<file path="src/rtl/emahmg_pkg.sv">
// Package for the moving-average hysteresis mode governor.
// Holds widths, register indexes, the mode type and the shared structs.
// No dependencies.
package emahmg_pkg;

  localparam int AVG_FRAC_BITS = 16;
  localparam int ALPHA_BITS    = 16;
  localparam int AVG_W         = 48;
  localparam int CNT_W         = 32;
  localparam int LIMIT_W       = 31;
  localparam int RUN_W         = 8;
  localparam int CFG_IDX_W     = 8;
  localparam int CFG_DATA_W    = 32;
  localparam int IN_TDATA_W    = 32;
  localparam int OUT_TDATA_W   = 56;

  localparam logic signed [AVG_W-1:0] AVG_MAX = {1'b0, {(AVG_W-1){1'b1}}};
  localparam logic signed [AVG_W-1:0] AVG_MIN = {1'b1, {(AVG_W-1){1'b0}}};
  localparam logic [RUN_W-1:0]        RUN_MAX = '1;

  typedef enum logic [1:0] {
    MODE_NORMAL = 2'd0,
    MODE_DEG1   = 2'd1,
    MODE_DEG2   = 2'd2
  } mode_t;

  typedef enum logic [CFG_IDX_W-1:0] {
    REG_NORMAL_LIMIT = 8'd0,
    REG_DEG1_LIMIT   = 8'd1,
    REG_STOP_LIMIT   = 8'd2,
    REG_ALPHA        = 8'd3,
    REG_EXPECTED     = 8'd4,
    REG_REC_NORMAL   = 8'd5,
    REG_REC_DEG1     = 8'd6,
    REG_INIT_MODE    = 8'd7
  } cfg_idx_t;

  typedef struct packed {
    logic [LIMIT_W-1:0]    normal_limit;
    logic [LIMIT_W-1:0]    deg1_limit;
    logic [LIMIT_W-1:0]    stop_limit;
    logic [ALPHA_BITS-1:0] alpha;
    logic [15:0]           expected;
    logic [RUN_W-1:0]      rec_normal;
    logic [RUN_W-1:0]      rec_deg1;
  } cfg_t;

  typedef struct packed {
    logic  valid;
    mode_t mode;
  } preset_t;

  typedef struct packed {
    logic [CNT_W-1:0]        prev;
    logic signed [AVG_W-1:0] avg;
    mode_t                   mode;
    logic [RUN_W-1:0]        run;
    logic                    stopped;
  } gov_state_t;

  typedef struct packed {
    logic signed [AVG_W-1:0] avg;
    logic                    stop;
    logic                    changed;
    mode_t                   mode;
  } result_t;

endpackage

</file>
<file path="src/rtl/emahmg_cfg.sv">
// Configuration register file of the mode governor.
// Decodes index writes into cfg_t and issues the mode preset strobe.
// Depends on emahmg_pkg.
module emahmg_cfg (
  input  logic                              clk,
  input  logic                              rst_n,
  input  logic                              wr_en,
  input  logic [emahmg_pkg::CFG_IDX_W-1:0]  wr_index,
  input  logic [emahmg_pkg::CFG_DATA_W-1:0] wr_data,
  output emahmg_pkg::cfg_t                  cfg,
  output emahmg_pkg::preset_t               preset
);
  import emahmg_pkg::*;

  cfg_t    cfg_r;
  cfg_t    cfg_nxt;
  preset_t preset_nxt;

  always_comb begin
    cfg_nxt    = cfg_r;
    preset_nxt = '{valid: 1'b0, mode: MODE_NORMAL};
    if (wr_en) begin
      unique case (wr_index)
        REG_NORMAL_LIMIT: cfg_nxt.normal_limit = wr_data[LIMIT_W-1:0];
        REG_DEG1_LIMIT:   cfg_nxt.deg1_limit   = wr_data[LIMIT_W-1:0];
        REG_STOP_LIMIT:   cfg_nxt.stop_limit   = wr_data[LIMIT_W-1:0];
        REG_ALPHA:        cfg_nxt.alpha        = wr_data[ALPHA_BITS-1:0];
        REG_EXPECTED:     cfg_nxt.expected     = wr_data[15:0];
        REG_REC_NORMAL:   cfg_nxt.rec_normal   = wr_data[RUN_W-1:0];
        REG_REC_DEG1:     cfg_nxt.rec_deg1     = wr_data[RUN_W-1:0];
        REG_INIT_MODE: begin
          preset_nxt.valid = 1'b1;
          preset_nxt.mode  = (wr_data[1:0] == 2'd3) ? MODE_DEG2 : mode_t'(wr_data[1:0]);
        end
        default: ;
      endcase
    end
  end

  always_ff @(posedge clk) begin
    if (!rst_n) begin
      cfg_r.normal_limit <= LIMIT_W'(5);
      cfg_r.deg1_limit   <= LIMIT_W'(10);
      cfg_r.stop_limit   <= LIMIT_W'(20);
      cfg_r.alpha        <= ALPHA_BITS'(6554);
      cfg_r.expected     <= 16'd10;
      cfg_r.rec_normal   <= RUN_W'(5);
      cfg_r.rec_deg1     <= RUN_W'(15);
    end else begin
      cfg_r <= cfg_nxt;
    end
  end

  assign cfg    = cfg_r;
  assign preset = preset_nxt;

endmodule

</file>
<file path="config.mk">
export PLATFORM = sky130hd
export DESIGN_NAME = emahmg_cfg
export DESIGN_NICKNAME = d
export VERILOG_FILES = /design/src/rtl/emahmg_pkg.sv /design/src/rtl/emahmg_cfg.sv
export SDC_FILE = /design/constraint.sdc
export NUM_CORES = 1
export LEC_CHECK = 0
export BUFFER_PORTS_ARGS = -buffer_cell sky130_fd_sc_hd__buf_2
export CAP_MARGIN = 5
export CORE_MARGIN = 3
export CORE_UTILIZATION = 40
export CTS_BUF_LIST = sky130_fd_sc_hd__clkbuf_16
export CTS_CLUSTER_SIZE = 12
export DETAILED_ROUTE_END_ITERATION = 6
export GPL_TIMING_DRIVEN = 0
export MAX_ROUTING_LAYER = met4
export PLACE_DENSITY = 0.63
export SETUP_SLACK_MARGIN = 0.05
export SLEW_MARGIN = 20
export SYNTH_ARGS = -nofsm -noshare
export SYNTH_HDL_FRONTEND = slang
export SYNTH_SLANG_ARGS = --single-unit
</file>
<file path="constraint.sdc">
create_clock -name clk -period 2.19 [get_ports clk]
set_clock_uncertainty 0.15 [all_clocks]
set_input_delay 0.3285 -clock clk [delete_from_list [all_inputs] [get_ports clk]]
set_output_delay 0.3285 -clock clk [all_outputs]
set_load 0.005 [all_outputs]
</file>
Word level (Yosys, flattened, before mapping)
Cells that the tools add are included.

Bits in registers: 141. Input bits: 43. Logic and storage cells: 26. Output and inout port bits: 144.

Equal/unequal tests: 8. Reductions and logical operators: 8. Multiplexer cells: 3.

Operators with widths (number): $eq 8x3->1 const B (4); $eq 8x2->1 const B (2); $reduce_and 2->1 (7); $eq 8x1->1 const B (1); $logic_not 8->1 (1); $mux 3 (2); $eq 2x2->1 const B (1); $mux 2 (1).

Longest topological paths before layout
Gate-level depths: netlist of the first run.

Depth in word-level cells: 4. Depth in mapped cells: 5. Depth with buffers taken out: 3.

Worst setup path after synthesis of the first run
Ideal clock, no wire load.

Path kind: input to output. Start point: input wr_index[3] in the netlist's numbering. End point: output preset[0] in the netlist's numbering. Buffers on the path: 0. Data arrival time: 1533 ps. Required time: 1712 ps. Path slack: 178 ps. Cell stages on the path: 3. Cells stage by stage: or4_2 > nor3b_1 > and3b_1.

RTL lines: start: declaration (RTL line emahmg_cfg.sv:8) `input logic [emahmg_pkg::CFG_IDX_W-1:0] wr_index,`; end: declaration (RTL line emahmg_cfg.sv:11) `output emahmg_pkg::preset_t preset`.

==> results of run 1 <==
-- what timing repair did --
| action | CTS | global route |
|---|---|---|
| buffers inserted | 0 | 0 |
| hold buffers | 0 | 0 |
| setup endpoints to repair | 3 | 0 |
| resized for setup | 3 | 0 |
-- worst max-delay path, stage by stage --
cell	delay [ns]
buf_2	0.12
or4_4	0.58
nor3b_4	0.27
and3b_1	0.18
buf_2	0.10
-- layer usage --
metal  GRT usage (%)  vias to the layer above  routed length (um)
met2            34.7                      166                7300
met5               -                        -                   0
met4            7.00                        0                 231
met3            5.45                       23                1150
met1            28.2                     2046                7060
li1                -                     2115                   -
-- cell type report --
class / instances / area [um^2] / share of cell area [%]
Sequential cell: 141 / 2820 / 40.4
Multi-Input combinational cell: 343 / 2350 / 33.7
Timing Repair Buffer: 184 / 921 / 13.2
Clock buffer: 17 / 425 / 6.09
Tap cell: 172 / 215 / 3.08
Buffer: 33 / 158 / 2.26
Clock inverter: 12 / 86.3 / 1.24
Antenna cell: 2 / 5.00 / 0.0716
-- kinds of logic (layout without fill, tap and decap cells) --
kind of cell,after synthesis,count (layout),share of synthesized area (%)
buf+inv,33,246,2.96
simple gates,202,202,17.5
other cells,0,2,0
flops,141,141,53.0
mux,141,141,26.5
-- final timing paths --
| path | startpoint | endpoint | slack [ns] | depth (start not counted) |
|---|---|---|---|---|
| setup / recovery | wr_index[3] | preset[0] | 0.12 | 5 |
| hold / removal | wr_data[8] | cfg[40]$_SDFFE_PN1P_ | 0.05 | 3 |
| setup reg to reg | cfg[52]$_SDFFE_PN1P_ | cfg[52]$_SDFFE_PN1P_ | 1.35 | 2 |
| hold reg to reg | cfg[76]$_SDFFE_PN0P_ | cfg[76]$_SDFFE_PN0P_ | 0.30 | 2 |
-- metrics by stage --
stage	hold WS, ns	TNS (ns)
after floorplan	0.301	0
after detailed placement	0.299	-0.915
after global routing	0.0558	0
final	0.0478	0
after CTS	0.0330	0
after global placement	0.291	-0.663
-- layout by cell type (no fill, tap or decap), types with 2 or more instances in the layout --
master / count
clkbuf_16: 17
buf_2: 190
nor2b_1: 32
inv_1: 3
dfxtp_1: 141
nand3_2: 4
nand3_1: 2
nor3b_2: 2
diode_2: 2
mux2i_1: 141
buf_4: 5
clkinv_2: 6
nand2_1: 152
and3_1: 2
clkinvlp_4: 2
and3b_1: 2
clkbuf_1: 20
-- power by group through the flow --
stage | Clock (mW) | Combinational [mW] | Sequential (mW)
floorplan | 0 | 0.104 | 2.63
global route | 2.70 | 0.230 | 2.57
global placement | 0 | 0.206 | 2.63
CTS | 2.58 | 0.213 | 2.57
finish | 2.54 | 0.211 | 2.57
detailed placement | 0 | 0.210 | 2.63
==> results.sh, run 1 <==
export IMPL_outcome="finished clean"
export IMPL_syn_nets=560
export IMPL_routed_via_count=4350
export IMPL_power_sequential_fraction_pct=48.3
export IMPL_largest_register_ff_count=141
export IMPL_share_comb_of_total_power_pct=4.0
export IMPL_post_synth_main_area_contributors="dfxtp_1, mux2i_1, nand2_1"
export IMPL_hold_path_class="input pin to register"
export IMPL_final_min_clock_period_ns=2.07
export IMPL_power_internal_mw=4.14
export IMPL_layout_area_overhead_vs_synth_pct=31.3
export IMPL_nFillCells=1236
export IMPL_cts_root_to_sink_buffers=2
export IMPL_drt_drc_violations_left=0
export IMPL_drt_pass1_iter_count=5
export IMPL_power_switching_fraction_pct=22.1
export IMPL_antenna_violating_nets_left=0
export IMPL_pre_cts_setup_slack_ns=-0.307
export IMPL_power_per_cell_area_mw_per_mm2=761
export IMPL_die_y_um=121
export IMPL_max_cap_viol_count=0
export IMPL_drt_wirelength_per_cell_um=17.4
export IMPL_fin_nets=763
export IMPL_total_global_route_track_usage_pct=22.1
export IMPL_layout_drive_gt1_share_pct=31.6
export IMPL_instances_no_fill=904
export IMPL_tritoncts_num_buffers=17
export IMPL_gpl_final_weighted_congestion=0.803
export IMPL_vdd_drop_max_mv=0.555
export IMPL_max_slew_margin_pct=51.7
export IMPL_cts_num_sinks=141
export IMPL_critical_path_max_fanout=3
export IMPL_place_detailed_instances=873
export IMPL_drt_initial_drc_count=221
export IMPL_arrival_ns=1.59
export IMPL_grt_start_max_net_pins=17
export IMPL_area_enclosed_by_the_die_boundary_mm2=0.0147
export IMPL_antenna_found_initial=1
export IMPL_drt_vias_per_instance=4.81
export IMPL_clock_power_share_pct=47.7
export IMPL_dpl_hpwl_um=11700
export IMPL_place_area_mm2=0.00646
export IMPL_clk_pin_slew_worst_paths_ns=0.06
export IMPL_synth_edf_count=0
export IMPL_register_bit_total_from_synthesis=141
export IMPL_yosys_area_top_type="dfxtp_1"
export IMPL_synthesis_yosys_warnings=0
export IMPL_grt_first_pass_wirelength_um=23900
export IMPL_synth_cell_types=20
export IMPL_finalPower_mw=5.32
export IMPL_yosysMostFrequentCell="nand2_1"
export IMPL_clock_tree_from_tritoncts="yes"
export IMPL_worstPathRequired_ns=1.71
export IMPL_power_switching_mw=1.18
export IMPL_synth_yosys_seq_area_share_pct=53.0
export IMPL_finalWorstSetupSlack_ns=0.119
export IMPL_grt_pass1_vias=4362
export IMPL_clk_latency_ns=0.41
export IMPL_design_area_mm2=0.00699
export IMPL_setup_worst_path_end_class="output port"
export IMPL_synth_avg_cell_area_um2=10.3
export IMPL_kind_of_critical_path="input pin to output port"
export IMPL_syn_inst=517
export IMPL_cellLeakagePower_nw=3.70
export IMPL_cts_root_buffer="clkbuf_16"
export IMPL_final_setup_viol_count=0
export IMPL_width_of_the_chip_um=121
export IMPL_global_route_overflow_total=0
export IMPL_fmaxAchievable_mhz=483
export IMPL_finalWirelength_um=15800
export IMPL_yosysTopAreaCellShare_pct=53.0
export IMPL_number_of_endpoints_with_negative_hold_slack_in_the_final_report=0
export IMPL_std_cell_rows=41
export IMPL_synth_cell_area_mm2=0.00532
export IMPL_finalMaxSlewViolations=0
export IMPL_finalCritPeriodShare_pct=94.6
export IMPL_clock_tree_htree_level_count=4
export IMPL_placeableCoreArea_mm2=0.0128
export IMPL_synth_top_cells_by_count="nand2_1, dfxtp_1, mux2i_1"
export IMPL_design_portCount=187
export IMPL_critPathLaunchType="input pin"
export IMPL_floorplan_initialDensity_pct=41.5
export IMPL_place_port_buffers=184
export IMPL_async_reset_ff_share_pct=0
export IMPL_final_util_pct=54.5
export IMPL_dominantRegCellSynth="dfxtp_1"
export IMPL_setup_repair_after_global_routing_missed_its_margin="no"
export IMPL_worst_slew_pin_transition_ns=0.724
(Power assumes the default switching activity.)
==> inputs of run 2 (changes only) <==
CAP_MARGIN = unset   (was 5)
CORE_UTILIZATION = 49   (was 40)
PLACE_DENSITY = 0.76   (was 0.63)
==> results.sh, run 2 (synthesized netlist as in run 1, its figures left out) <==
export IMPL_outcome="finished clean"
export IMPL_clk_latency_ns=0.41
export IMPL_kind_of_critical_path="input pin to output port"
export IMPL_finalCritPeriodShare_pct=93.8
export IMPL_worstReg2RegEnd="cfg[13]$_SDFFE_PN0P_"
export IMPL_cts_num_sinks=141
export IMPL_place_detailed_instances=837
export IMPL_clk_pin_slew_worst_paths_ns=0.06
export IMPL_gr_usage_met3_pct=6.76
export IMPL_clock_tree_from_tritoncts="yes"
export IMPL_drt_wirelength_per_cell_um=17.9
export IMPL_total_global_route_track_usage_pct=26.2
export IMPL_drt_drc_violations_left=0
export IMPL_hold_path_class="input pin to register"
export IMPL_setup_repair_after_global_routing_missed_its_margin="no"
export IMPL_drt_vias_per_instance=5.09
export IMPL_die_y_um=110
export IMPL_layout_area_overhead_vs_synth_pct=32.5
export IMPL_largest_register_ff_count=141
export IMPL_worstPathRequired_ns=1.71
export IMPL_critPathLaunchType="input pin"
export IMPL_std_cell_rows=37
export IMPL_layout_cells_most_common="buf_2"
export IMPL_antenna_violating_nets_left=0
export IMPL_holdPathEnd="cfg[39]$_SDFFE_PN1P_"
export IMPL_global_route_overflow_total=0
export IMPL_instances_no_fill=870
export IMPL_worst_hold_startpoint="wr_data[7]"
export IMPL_reg2reg_from="cfg[13]$_SDFFE_PN0P_"
export IMPL_finalWorstSetupSlack_ns=0.135
export IMPL_finalWirelength_um=15600
export IMPL_max_slew_margin_pct=55.2
export IMPL_dpl_hpwl_um=11500
export IMPL_critical_path_max_fanout=3
export IMPL_grt_use_met1_pct=30.6
export IMPL_ff2ff_setup_slack_ns=1.35
export IMPL_placeableCoreArea_mm2=0.0105
export IMPL_vdd_drop_max_mv=0.433
export IMPL_worst_hold_path_num_cells=3
export IMPL_floorplan_initialDensity_pct=50.9
export IMPL_cts_root_buffer="clkbuf_16"
export IMPL_place_port_buffers=184
export IMPL_layout_drive_gt1_share_pct=32.2
export IMPL_highest_utilization_routing_layer_at_the_global_route_stage="met2"
export IMPL_fin_nets=763
export IMPL_final_hold_worst_slack_ns=0.0402
export IMPL_cellLeakagePower_nw=3.74
export IMPL_max_cap_viol_count=0
export IMPL_antenna_found_initial=1
export IMPL_final_cell_mix="buf_2, nand2_1, mux2i_1, dfxtp_1, nor2b_1"
export IMPL_pre_cts_setup_slack_ns=-0.226
export IMPL_final_min_clock_period_ns=2.05
export IMPL_gpl_final_weighted_congestion=0.804
export IMPL_grt_first_pass_wirelength_um=23000
export IMPL_setup_worst_path_end_class="output port"
export IMPL_cts_root_to_sink_buffers=2
export IMPL_arrival_ns=1.58
export IMPL_grt_start_max_net_pins=17
export IMPL_clock_tree_htree_level_count=4
export IMPL_final_setup_viol_count=0
export IMPL_fmaxAchievable_mhz=487
export IMPL_global_route_usage_met2_pct=44.3
export IMPL_setup_tns_final_ns=0
export IMPL_drt_pass1_iter_count=4
export IMPL_power_per_cell_area_mw_per_mm2=822
export IMPL_finalPower_mw=5.80
export IMPL_design_portCount=187
export IMPL_place_area_mm2=0.00641
export IMPL_width_of_the_chip_um=110
export IMPL_finalMaxSlewViolations=0
export IMPL_worst_slew_pin_transition_ns=0.672
export IMPL_reg2regPathDepth=2
export IMPL_area_enclosed_by_the_die_boundary_mm2=0.0121
export IMPL_final_util_pct=67.4
export IMPL_design_area_mm2=0.00705
export IMPL_grt_pass1_vias=4491
export IMPL_drt_initial_drc_count=215
export IMPL_routed_via_count=4429
export IMPL_number_of_endpoints_with_negative_hold_slack_in_the_final_report=0
export IMPL_tritoncts_num_buffers=17
[run 2: changes by cell type in the layout (fill, tap and decap cells not counted)]
cell / previous run / this run
inv_6: 0 / 2
clkinv_4: 0 / 2
inv_1: 3 / 1
bufinv_16: 1 / 4
clkinvlp_4: 2 / 3
diode_2: 2 / 1
clkinv_2: 6 / 3
[run 2: how the worst max path moves through the flow]
stage	start	depth (start not counted)	end	slack (ns)
floorplan	wr_index[3]	3	preset[0]	0.18
global route	wr_index[3]	5	preset[0]	0.12
CTS	wr_index[3]	5	preset[0]	0.13
finish	wr_index[3]	5	preset[0]	0.14
global placement	wr_index[3]	5	preset[0]	-0.19
detailed placement	wr_index[3]	5	preset[0]	-0.23
[run 2: report_power, final]
part | leakage (nW) | internal (mW) | total, mW | switching [mW]
clock | 0.301 | 1.90 | 3.02 | 1.11
combinational | 2.30 | 0.0654 | 0.208 | 0.143
sequential | 1.14 | 2.57 | 2.57 | 0.00175
total | 3.74 | 4.54 | 5.80 | 1.26
[run 2: area by class of cell]
class | count | area [um^2]
diodes | 1 | 2.50
clock inverters | 15 | 196
clock buffers | 17 | 425
repair buffers | 184 | 921
fillers | 861 | 3410
multi-input cells | 343 | 2350
plain buffers | 33 | 158
flip-flops and latches | 141 | 2820
well taps | 136 | 170
[run 2: timing repair]
action	4_1_cts	5_1_grt
gates resized for setup	3	0
endpoints found under the setup margin	3	0
hold buffers	0	0
setup buffers	0	0
hold endpoints to repair	0	0
[run 2: worst max-delay path, cell delays in order]
cell and delay (ns):
buf_2 0.12, or4_4 0.57, nor3b_4 0.27, and3b_1 0.18, buf_2 0.10
[run 2: metal layers]
metal	wire length, um	vias to the layer above
met3	955	19
met4	217	0
met2	7630	152
met5	0	-
met1	6790	2136
li1	-	2122
